==> config.mk <==
export PLATFORM = sky130hd
export DESIGN_NAME = sha256_byte_stream_hasher_flat
export DESIGN_NICKNAME = d
export VERILOG_FILES = /design/src/rtl/sha256_pkg.sv /design/src/rtl/sha256_if.sv /design/src/rtl/sha256_core.sv /design/src/rtl/sha256_byte_stream_hasher.sv /design/src/flat_wrapper.sv
export SDC_FILE = /design/constraint.sdc
export NUM_CORES = 2
export LEC_CHECK = 0
export BUFFER_PORTS_ARGS = -buffer_cell sky130_fd_sc_hd__buf_2
export CORE_ASPECT_RATIO = 0.8
export CORE_MARGIN = 1.5
export CORE_UTILIZATION = 58
export CTS_CLUSTER_SIZE = 24
export DETAILED_ROUTE_END_ITERATION = 10
export PLACE_DENSITY = 0.83
export SYNTH_ARGS = -nofsm -noshare
export SYNTH_HDL_FRONTEND = slang
export SYNTH_HIERARCHICAL = 1
export SYNTH_SLANG_ARGS = --single-unit
==> constraint.sdc <==
create_clock -name clk -period 9.2 [get_ports clk]
set_clock_uncertainty 0.05 [all_clocks]
set_input_delay 0 -clock clk [delete_from_list [all_inputs] [get_ports clk]]
set_output_delay 0 -clock clk [all_outputs]
set_load 0.01 [all_outputs]
==> src/rtl/sha256_pkg.sv <==
// ----------------------------------------------------------------------------
// sha256_pkg: SHA-256 constants, types and round functions
// Shared by the byte stream hasher and its round core.
// ----------------------------------------------------------------------------
package sha256_pkg;

  typedef logic [31:0] word_t;

  typedef struct packed {
    logic  start;   // begin compression of the loaded window
    logic  busy;
    logic  done;    // one-cycle pulse; hash words update at its end
  } core_ctl_t;

  function automatic word_t round_const(input logic [5:0] idx);
    word_t k;
    begin
      case (idx)
        6'd0: k = 32'h428a2f98;  6'd1: k = 32'h71374491;  6'd2: k = 32'hb5c0fbcf;
        6'd3: k = 32'he9b5dba5;  6'd4: k = 32'h3956c25b;  6'd5: k = 32'h59f111f1;
        6'd6: k = 32'h923f82a4;  6'd7: k = 32'hab1c5ed5;  6'd8: k = 32'hd807aa98;
        6'd9: k = 32'h12835b01;  6'd10: k = 32'h243185be; 6'd11: k = 32'h550c7dc3;
        6'd12: k = 32'h72be5d74; 6'd13: k = 32'h80deb1fe; 6'd14: k = 32'h9bdc06a7;
        6'd15: k = 32'hc19bf174; 6'd16: k = 32'he49b69c1; 6'd17: k = 32'hefbe4786;
        6'd18: k = 32'h0fc19dc6; 6'd19: k = 32'h240ca1cc; 6'd20: k = 32'h2de92c6f;
        6'd21: k = 32'h4a7484aa; 6'd22: k = 32'h5cb0a9dc; 6'd23: k = 32'h76f988da;
        6'd24: k = 32'h983e5152; 6'd25: k = 32'ha831c66d; 6'd26: k = 32'hb00327c8;
        6'd27: k = 32'hbf597fc7; 6'd28: k = 32'hc6e00bf3; 6'd29: k = 32'hd5a79147;
        6'd30: k = 32'h06ca6351; 6'd31: k = 32'h14292967; 6'd32: k = 32'h27b70a85;
        6'd33: k = 32'h2e1b2138; 6'd34: k = 32'h4d2c6dfc; 6'd35: k = 32'h53380d13;
        6'd36: k = 32'h650a7354; 6'd37: k = 32'h766a0abb; 6'd38: k = 32'h81c2c92e;
        6'd39: k = 32'h92722c85; 6'd40: k = 32'ha2bfe8a1; 6'd41: k = 32'ha81a664b;
        6'd42: k = 32'hc24b8b70; 6'd43: k = 32'hc76c51a3; 6'd44: k = 32'hd192e819;
        6'd45: k = 32'hd6990624; 6'd46: k = 32'hf40e3585; 6'd47: k = 32'h106aa070;
        6'd48: k = 32'h19a4c116; 6'd49: k = 32'h1e376c08; 6'd50: k = 32'h2748774c;
        6'd51: k = 32'h34b0bcb5; 6'd52: k = 32'h391c0cb3; 6'd53: k = 32'h4ed8aa4a;
        6'd54: k = 32'h5b9cca4f; 6'd55: k = 32'h682e6ff3; 6'd56: k = 32'h748f82ee;
        6'd57: k = 32'h78a5636f; 6'd58: k = 32'h84c87814; 6'd59: k = 32'h8cc70208;
        6'd60: k = 32'h90befffa; 6'd61: k = 32'ha4506ceb; 6'd62: k = 32'hbef9a3f7;
        default: k = 32'hc67178f2;
      endcase
      return k;
    end
  endfunction

  function automatic word_t init_hash(input logic [2:0] idx);
    word_t h;
    begin
      case (idx)
        3'd0: h = 32'h6a09e667; 3'd1: h = 32'hbb67ae85;
        3'd2: h = 32'h3c6ef372; 3'd3: h = 32'ha54ff53a;
        3'd4: h = 32'h510e527f; 3'd5: h = 32'h9b05688c;
        3'd6: h = 32'h1f83d9ab; default: h = 32'h5be0cd19;
      endcase
      return h;
    end
  endfunction

  function automatic word_t rotr(input word_t x, input int n);
    return (x >> n) | (x << (32 - n));
  endfunction

  localparam logic [7:0] PAD_BYTE = 8'h80;

endpackage

==> src/rtl/sha256_if.sv <==
// ----------------------------------------------------------------------------
// sha256_in_if / sha256_out_if: valid/ready channels of the hasher
// One transfer per clock edge with valid and ready both high.
// ----------------------------------------------------------------------------
interface sha256_in_if;
  logic       valid;
  logic       ready;
  logic [7:0] msg_byte;
  logic       byte_valid;
  logic       last_byte;
  modport source (output valid, msg_byte, byte_valid, last_byte, input ready);
  modport sink (input valid, msg_byte, byte_valid, last_byte, output ready);
endinterface

interface sha256_out_if;
  logic        valid;
  logic        ready;
  logic [31:0] digest_word;
  logic [2:0]  word_index;
  logic        last_word;
  modport source (output valid, digest_word, word_index, last_word, input ready);
  modport sink (input valid, digest_word, word_index, last_word, output ready);
endinterface

==> src/rtl/sha256_core.sv <==
// ----------------------------------------------------------------------------
// sha256_core: iterative compression, one round per cycle
// Rolling 16-word schedule window; 64 rounds, then all 8 hash adds together.
// ----------------------------------------------------------------------------
module sha256_core (
  input  logic                  clk,
  input  logic                  rst,
  input  logic                  start,
  input  logic                  load_word,  // shift a packed word into window
  input  sha256_pkg::word_t     load_data,
  input  logic                  init,       // restore initial hash
  input  logic [2:0]            hash_sel,
  output sha256_pkg::word_t     hash_out,
  output sha256_pkg::core_ctl_t ctl
);
  import sha256_pkg::*;

  word_t      win [16];
  word_t      hw  [8];
  word_t      v   [8];
  logic [5:0] round;
  logic       busy;
  logic       done;

  word_t w, s0, s1, wn, t1, t2;

  always_comb begin
    s0 = rotr(win[1], 7) ^ rotr(win[1], 18) ^ (win[1] >> 3);
    s1 = rotr(win[14], 17) ^ rotr(win[14], 19) ^ (win[14] >> 10);
    wn = s1 + win[9] + s0 + win[0];
    w  = win[0];
    t1 = v[7] + (rotr(v[4], 6) ^ rotr(v[4], 11) ^ rotr(v[4], 25))
       + ((v[4] & v[5]) ^ (~v[4] & v[6])) + round_const(round) + w;
    t2 = (rotr(v[0], 2) ^ rotr(v[0], 13) ^ rotr(v[0], 22))
       + ((v[0] & v[1]) ^ (v[0] & v[2]) ^ (v[1] & v[2]));
  end

  // window shifts on each load and each round; win[0] is W[r], new word enters at win[15]
  always_ff @(posedge clk) begin
    if (load_word || busy) begin
      for (int i = 0; i < 15; i++) win[i] <= win[i + 1];
      win[15] <= load_word ? load_data : wn;
    end
    if (start) begin
      for (int i = 0; i < 8; i++) v[i] <= hw[i];
    end else if (busy) begin
      v[7] <= v[6]; v[6] <= v[5]; v[5] <= v[4]; v[4] <= v[3] + t1;
      v[3] <= v[2]; v[2] <= v[1]; v[1] <= v[0]; v[0] <= t1 + t2;
    end
  end

  always_ff @(posedge clk) begin
    if (rst) begin
      busy  <= 1'b0;
      done  <= 1'b0;
      round <= '0;
      for (int i = 0; i < 8; i++) hw[i] <= init_hash(3'(i));
    end else begin
      done <= 1'b0;
      if (start) begin
        busy  <= 1'b1;
        round <= '0;
      end else if (busy) begin
        round <= round + 6'd1;
        if (round == 6'd63) busy <= 1'b0;
      end else if (done) begin
        for (int i = 0; i < 8; i++) hw[i] <= hw[i] + v[i];
      end else if (init) begin
        for (int i = 0; i < 8; i++) hw[i] <= init_hash(3'(i));
      end
      if (busy && round == 6'd63) done <= 1'b1;
    end
  end

  assign hash_out  = hw[hash_sel];
  assign ctl.start = start;
  assign ctl.busy  = busy;
  assign ctl.done  = done;

endmodule

==> src/rtl/sha256_byte_stream_hasher.sv <==
// A byte that fills no block is only written into the buffer; a 64th byte
// then loads the window, runs the rounds and adds the hash. A last item
// adds padding writes from the pad mark to the end of the block, then the
// compression of each final block (one or two), then eight output transfers.
// No overlap: no new bytes are taken while a block is loaded or compressed.
// Reset (rst, synchronous, high): byte count, length and hash restart.
// ----------------------------------------------------------------------------
// sha256_byte_stream_hasher: SHA-256 over a byte stream
// Packs bytes into a 64-byte buffer, pads on the last transfer and streams
// the eight digest words out.
// ----------------------------------------------------------------------------
module sha256_byte_stream_hasher (
  input  logic clk,
  input  logic rst,
  sha256_in_if.sink    in_ch,
  sha256_out_if.source out_ch
);
  import sha256_pkg::*;

  localparam logic [2:0] ST_IDLE = 3'd0;
  localparam logic [2:0] ST_LOAD = 3'd1;  // 16 words into window
  localparam logic [2:0] ST_RUN  = 3'd2;  // wait for core
  localparam logic [2:0] ST_PADF = 3'd3;  // write padding bytes
  localparam logic [2:0] ST_OUT  = 3'd4;

  logic [2:0]  state;
  word_t       buffer [16];       // block as big-endian words, no reset
  logic [5:0]  byte_count;
  logic [63:0] bit_length;
  logic [63:0] total;             // latched message length at padding
  logic        final_pass;        // current block ends the message
  logic        need_second;       // padding spans two blocks
  logic        tail_last;         // 64th byte came with last: pad a fresh block
  logic        pad_mark;          // next padding byte is the 0x80 mark
  logic [5:0]  pad_pos;
  logic [3:0]  load_idx;
  logic [2:0]  out_idx;
  logic        start_core;
  logic        load_word;
  word_t       load_data;
  word_t       hash_out;
  core_ctl_t   ctl;
  logic        out_valid;

  sha256_core u_core (
    .clk(clk), .rst(rst), .start(start_core), .load_word(load_word),
    .load_data(load_data), .init(state == ST_OUT && out_ch.ready && out_idx == 3'd7),
    .hash_sel(out_idx), .hash_out(hash_out), .ctl(ctl)
  );

  assign in_ch.ready = (state == ST_IDLE);
  wire   take        = in_ch.valid && in_ch.ready;

  // one window word per load cycle
  assign load_data  = buffer[load_idx];
  assign load_word  = (state == ST_LOAD);
  assign start_core = load_word && load_idx == 4'd15;

  // padding byte at position pad_pos of the block being closed
  logic [63:0] len_shift;
  logic [7:0]  pad_byte;
  assign len_shift = total >> {3'd7 - pad_pos[2:0], 3'd0};
  always_comb begin
    if (pad_mark)
      pad_byte = PAD_BYTE;
    else if (pad_pos >= 6'd56 && !need_second)
      pad_byte = len_shift[7:0];
    else
      pad_byte = '0;
  end

  // one byte write per cycle: message bytes in idle, padding in ST_PADF
  logic       wr_en;
  logic [5:0] wr_addr;
  logic [7:0] wr_data;
  assign wr_en   = (take && in_ch.byte_valid) || (state == ST_PADF);
  assign wr_addr = (state == ST_PADF) ? pad_pos : byte_count;
  assign wr_data = (state == ST_PADF) ? pad_byte : in_ch.msg_byte;

  always_ff @(posedge clk) begin
    if (wr_en) buffer[wr_addr[5:2]][{~wr_addr[1:0], 3'd0} +: 8] <= wr_data;
  end

  always_ff @(posedge clk) begin
    if (rst) begin
      state       <= ST_IDLE;
      byte_count  <= '0;
      bit_length  <= '0;
      final_pass  <= 1'b0;
      need_second <= 1'b0;
      tail_last   <= 1'b0;
      pad_mark    <= 1'b0;
      pad_pos     <= '0;
      load_idx    <= '0;
      out_idx     <= '0;
      total       <= '0;
    end else begin
      unique case (state)
        ST_IDLE: begin
          if (take) begin
            if (in_ch.byte_valid) begin
              byte_count <= byte_count + 6'd1;
              if (byte_count == 6'd63) begin
                // full block; a last flag pads a fresh block afterwards
                state       <= ST_LOAD;
                load_idx    <= '0;
                final_pass  <= 1'b0;
                need_second <= 1'b0;
                tail_last   <= in_ch.last_byte;
              end else if (in_ch.last_byte) begin
                total       <= bit_length + {55'd0, byte_count + 6'd1, 3'd0};
                state       <= ST_PADF;
                pad_pos     <= byte_count + 6'd1;
                pad_mark    <= 1'b1;
                need_second <= (byte_count + 6'd1) > 6'd55;
                final_pass  <= 1'b0;
              end
            end else if (in_ch.last_byte) begin
              total       <= bit_length + {55'd0, byte_count, 3'd0};
              state       <= ST_PADF;
              pad_pos     <= byte_count;
              pad_mark    <= 1'b1;
              need_second <= byte_count > 6'd55;
              final_pass  <= 1'b0;
            end
          end
        end
        ST_PADF: begin
          pad_mark <= 1'b0;
          if (pad_pos == 6'd63) begin
            state      <= ST_LOAD;
            load_idx   <= '0;
            final_pass <= !need_second;
          end
          pad_pos <= pad_pos + 6'd1;
        end
        ST_LOAD: begin
          load_idx <= load_idx + 4'd1;
          if (load_idx == 4'd15) state <= ST_RUN;
        end
        ST_RUN: begin
          if (ctl.done) begin
            byte_count <= '0;
            if (final_pass) begin
              state   <= ST_OUT;
              out_idx <= '0;
            end else if (need_second) begin
              // length block after a padding overflow
              state       <= ST_PADF;
              pad_pos     <= '0;
              need_second <= 1'b0;
            end else if (tail_last) begin
              bit_length <= bit_length + 64'd512;
              total      <= bit_length + 64'd512;
              state      <= ST_PADF;
              pad_pos    <= '0;
              pad_mark   <= 1'b1;
              tail_last  <= 1'b0;
            end else begin
              bit_length <= bit_length + 64'd512;
              state      <= ST_IDLE;
            end
          end
        end
        ST_OUT: begin
          if (out_ch.ready) begin
            out_idx <= out_idx + 3'd1;
            if (out_idx == 3'd7) begin
              state      <= ST_IDLE;
              bit_length <= '0;
              byte_count <= '0;
            end
          end
        end
        default: state <= ST_IDLE;
      endcase
    end
  end

  assign out_valid          = (state == ST_OUT);
  assign out_ch.valid       = out_valid;
  assign out_ch.digest_word = hash_out;
  assign out_ch.word_index  = out_idx;
  assign out_ch.last_word   = (out_idx == 3'd7);

endmodule
==> src/flat_wrapper.sv <==
// flat-port wrapper written by rule: the top's interface ports become plain ports
module sha256_byte_stream_hasher_flat import sha256_pkg::*;
  (clk, rst, in_ch_valid, in_ch_msg_byte, in_ch_byte_valid, in_ch_last_byte, in_ch_ready, out_ch_valid, out_ch_digest_word, out_ch_word_index, out_ch_last_word, out_ch_ready);
  sha256_in_if in_ch_i ();
  sha256_out_if out_ch_i ();
  input  logic clk;
  input  logic rst;
  input wire logic [$bits(in_ch_i.valid)-1:0] in_ch_valid;
  input wire logic [$bits(in_ch_i.msg_byte)-1:0] in_ch_msg_byte;
  input wire logic [$bits(in_ch_i.byte_valid)-1:0] in_ch_byte_valid;
  input wire logic [$bits(in_ch_i.last_byte)-1:0] in_ch_last_byte;
  output wire logic [$bits(in_ch_i.ready)-1:0] in_ch_ready;
  output wire logic [$bits(out_ch_i.valid)-1:0] out_ch_valid;
  output wire logic [$bits(out_ch_i.digest_word)-1:0] out_ch_digest_word;
  output wire logic [$bits(out_ch_i.word_index)-1:0] out_ch_word_index;
  output wire logic [$bits(out_ch_i.last_word)-1:0] out_ch_last_word;
  input wire logic [$bits(out_ch_i.ready)-1:0] out_ch_ready;
  assign in_ch_i.valid = in_ch_valid;
  assign in_ch_i.msg_byte = in_ch_msg_byte;
  assign in_ch_i.byte_valid = in_ch_byte_valid;
  assign in_ch_i.last_byte = in_ch_last_byte;
  assign in_ch_ready = in_ch_i.ready;
  assign out_ch_valid = out_ch_i.valid;
  assign out_ch_digest_word = out_ch_i.digest_word;
  assign out_ch_word_index = out_ch_i.word_index;
  assign out_ch_last_word = out_ch_i.last_word;
  assign out_ch_i.ready = out_ch_ready;
  sha256_byte_stream_hasher u_core (.clk(clk), .rst(rst), .in_ch(in_ch_i), .out_ch(out_ch_i));
endmodule
After elaboration in Yosys (flattened, before gate mapping)
Memories as Yosys holds them, arrays and structs flattened. A register that Yosys moved wholly into a read port is not among the register bits. Index checks and enable logic that the tools add are counted.

Memory bits (read-only): 2048. Memory bits (writable): 1536. Word-level logic and storage cells: 352. Memories kept: 5. Bits in registers: 162. Output and inout port bits: 38.

Memories: (no name shown) (words 64, width 32, read ports 1, clocked after memory_dff 1, wr ports 0, line sha256_pkg.sv:18) `case (idx)`; u_core.buffer (words 16, width 32, read ports 1, clocked after memory_dff 1, wr ports 1, line sha256_byte_stream_hasher.sv:27) `word_t buffer [16];`; u_core.u_core.win (words 16, width 32, read ports 16, clocked after memory_dff 0, wr ports 16, line sha256_core.sv:18) `word_t win [16];`; u_core.u_core.hw (words 8, width 32, read ports 9, clocked after memory_dff 1, wr ports 8, line sha256_core.sv:19) `word_t hw [8];`; u_core.u_core.v (words 8, width 32, read ports 8, clocked after memory_dff 0, wr ports 8, line sha256_core.sv:20) `word_t v [8];`.

Muxes and demuxes: 193. Reduce and logical (&&, ||, !) cells: 29. Bitwise gates (word level): 52. Shift operators: 3. $lt $le $gt $ge: 3. Equality and inequality tests: 25. $add $sub $neg: 28.

Operators with widths (number): 32-bit 2-to-1 mux (74); 64-bit 2-to-1 mux (14); 32-bit adder (18); 32-bit XOR (9); 64-bit case mux with 2 select lines (2); 32-bit bitwise AND (5); 64-bit by 9-bit adder with 64-bit output (2); 6-bit 2-to-1 mux (17); 64-bit by 10-bit adder with 64-bit output (second input constant) (1); 64-bit by 6-bit right shift with 8-bit output (1); 1-bit 2-to-1 mux (51); 3-bit 2-to-1 mux (16); 6-bit case mux with 3 select lines (2); 32-bit inverter (1); 10-bit by 32-bit OR with 32-bit output (1); 13-bit by 32-bit OR with 32-bit output (1); 14-bit by 32-bit OR with 32-bit output (1); 15-bit by 32-bit OR with 32-bit output (1); 19-bit by 32-bit OR with 32-bit output (1); 21-bit by 32-bit OR with 32-bit output (1); 25-bit by 32-bit OR with 32-bit output (1); 26-bit by 32-bit OR with 32-bit output (1); 30-bit by 32-bit OR with 32-bit output (1); 7-bit by 32-bit OR with 32-bit output (1); 44 further kinds (110).

Logic depth before layout (Yosys ltp)
Word-level depth: 10. Depth in mapped cells: 35.

Cells and area by module
The synthesis kept the hierarchy.

By module, submodules not included: sha256_core (instances 1, cells each 6138, area each 65325.2 µm²); sha256_byte_stream_hasher (instances 1, cells each 1946, area each 28482.3 µm²).

Worst setup path after synthesis
Ideal clock, no wire load.

Path type: register to register. Start point: reg u_core.state[1]. End point: mem u_core/u_core/hw[1][0] (netlist bit), enable pin. Period minus slack after synthesis: 10063 ps. Setup slack: -863 ps. Arrival: 9337 ps. Data required time: 8474 ps. Stages on the path, launching flop included: 11. Path through: dfxtp_1 > buf_2 > clkbuf_1 > nor3b_1 > and4_1 > nor2_1 > inv_1 > nor2_1 > nor2_1 > clkbuf_1 > inv_1.

RTL lines: start, declared (line sha256_byte_stream_hasher.sv:26) `logic [2:0] state;`; start signal, assigned (line sha256_byte_stream_hasher.sv:86) `state <= ST_IDLE;`; start signal, assigned (line sha256_byte_stream_hasher.sv:105) `state <= ST_LOAD;`; start signal, assigned (line sha256_byte_stream_hasher.sv:112) `state <= ST_PADF;`; end, declared (line sha256_core.sv:19).

==> impl_results.md <==
- FMAX: approximately 120 MHz
- Row count: 131
- WP data arrival: just over 9 ns
- CP dominant cell by count: a21o_1
- CP Data Required Time: ~9.7 ns
- Vias in the first global route: ~64,000
- CP Launch Point: u_core/u_core/v[0][141]
- Critical path endpoint: u_core/u_core/v[0][31]
- Startpoint Class: flip-flop
- Max incr delay on CP: 0.52 ns
- Sw Ratio: 0.305
- Initial antenna violation count: 14
- Crit. End Element: flip-flop
- Max clock buf depth: 3
- Sink Count: between 1,500 and 2,000
- Top Ports: 52
- Die area: 0.164 sq mm
- Clock power frac: 0.331
- Largest net degree at the start of global routing: 194
- Num CTS Buffers: 169
- Cell Count Post-Placement: 9,944
- Total of max-cap violations: 0
- Syn_area_per_cell: 11.6 sq um
- Cell area after synthesis: 0.0938 sq mm
- Tmin final: 8.66 ns
- Synth Warn #: 6
- Final Setup Violations: 0
- Initial Util: 0.586
- Power Density: 213 mW/mm^2
- Setup slack, reg-to-reg: 0.54 ns
- Routed wire length: around 280,000 um
- Total gr overflow: 0
- Lkg Pwr: 36.4 nW
- Hold Vio Cnt, Final: 0
- Area grow syn2layout: 8.51%
- Core Area: approximately 0.16 sq mm
- Commonest non-fill, non-tap cell in the layout: edfxtp_1
- Via count: 67,600
- Final core utilization: 0.636
- Reg2Reg Depth: 33
- WL/cell: between 20 and 30 um
- Slowest CP cell: edfxtp_1
- First-pass GRT wire length: approximately 400,000 um
- Crit path kind: flip-flop to flip-flop
- Sequential power share: 0.432
- Slew @ Worst Pin: 1.31 ns
- Worst slew margin: 0.126
- Run status: finished clean
- H-tree depth: 4
- Reg2reg end: u_core/u_core/v[0][31]
- Die width: 453 um
- Crit Path Max Fanout: 6
- Worst R2R Start: u_core/u_core/v[0][141]
- Clk slew on worst S/H paths: approximately 0.070 ns
- Total GRT Usage: 0.333
- Placer Congestion: 0.995
- Min-Delay Path Class: input pin to flip-flop
- Synth Net Count: between 8,000 and 9,000
- Worst IR drop on VDD: 0.209 mV
- CTS tree: done
- Pre-antenna DRT Iters: 8
- Final layout net count: 8,607
- Die Height: 363 um
- Share of cells above drive strength 1: 0.0982
- Most frequent cells in the layout: edfxtp_1 (1,408), nand2_1 (1,126), nor2_1 (474)
- DRT antenna net count: 0
- Root Buffer Master: clkbuf_16
- Post-CTS setup repair buffer count: 0
- RSZ-0062 raised after global routing: false
- Power Total: 21.7 mW
- Tcrit/Tclk final: 0.942
- Placed wire-length estimate: between 150,000 and 200,000 um
- Iter 0 DRT Violations: 10,100
- Port bufs: 51
- Worst-Skew Late Latency: 0.83 ns
- Logic pwr share: 0.238
- Layout Cells excl Fill: 10,300
- Net switching power: 6.62 mW
- Drt drc: 0
- Routed via count divided by cell count: 6.58
- Cell Int Power: roughly 15 mW
- Post-synthesis cell count: 8,082
- Setup TNS: 0 ns
- Pins over their slew limit: 0
==> layer usage <==
metal / share of wire / vias up / global-route usage
li1: - / 29500 / -
met1: 0.41 / 33300 / 0.492
met2: 0.43 / 4257 / 0.487
met3: 0.12 / 604 / 0.0799
met4: 0.034 / 14 / 0.102
met5: 0.00043 / - / 0
==> power groups by stage <==
stage / Sequential [mW] / Clock (mW) / Combinational (mW)
finish: 9.38 / 7.18 / 5.17
global route: 9.40 / 7.55 / 5.61
CTS: 9.37 / 7.27 / 5.06
detailed placement: 9.53 / 0 / 4.98
global placement: 9.50 / 0 / 4.82
floorplan: 9.46 / 0 / 3.66
==> sequential cells by signal, indices dropped and copies added, names as in the netlist, named ones only <==
signal,cells
u_core/state,3
u_core/u_core/busy,1
u_core/u_core/v,256
u_core/u_core/done,1
u_core/tail_last,1
u_core/pad_pos,6
u_core/final_pass,1
u_core/total,61
u_core/pad_mark,1
u_core/out_ch.word_index,3
u_core/u_core/round,6
u_core/u_core/win,512
u_core/buffer,512
u_core/u_core/hw,256
u_core/load_idx,4
u_core/bit_length,55
u_core/need_second,1
u_core/byte_count,6
==> worst min path at each step <==
stage | from | endpoint | cells after the start
2_1_floorplan | in_ch_last_byte | u_core/tail_last | 3
3_3_place_gp | rst | u_core/bit_length[30] | 2
3_5_place_dp | rst | u_core/bit_length[30] | 2
4_1_cts | in_ch_last_byte | u_core/pad_mark | 6
5_1_grt | in_ch_last_byte | u_core/pad_mark | 6
6_report | in_ch_last_byte | u_core/pad_mark | 6
==> layout make-up <==
type	instances	area, sq um
Clock buffer	210	4480
Timing Repair Buffer	151	1110
Multi-Input combinational cell	5614	42500
Inverter	338	1270
Sequential cell	1722	48600
Fill cell	12000	58200
Tap cell	2128	2660
Antenna cell	2	5.00
Clock inverter	105	1190
==> repair_timing <==
| item | in CTS | in global routing |
|---|---|---|
| endpoints found under the setup margin | 0 | 1 |
| hold endpoints to repair | 118 | 0 |
| resized for setup | 0 | 2 |
| hold buffers | 9 | 0 |
==> metrics by stage <==
stage	setup slack, ns	instance area, sq um	hold slack (ns)
after floorplan	0.458	93800	0.189
after global placement	0.576	96000	0.267
after detailed placement	0.524	96000	0.270
after CTS	0.542	102000	0.148
after global routing	0.0181	102000	0.197
final	0.537	102000	0.197
==> worst max-delay path: cells and delay by family (launching register included) <==
family          cells  cell delay [ns]
compound gates     15             3.47
xor+xnor            3             0.71
fa+ha+maj           6             2.59
buf+inv             4             0.23
flops               1             0.52
simple gates        5             0.88
Note: power is estimated with default switching activity, not from simulation.
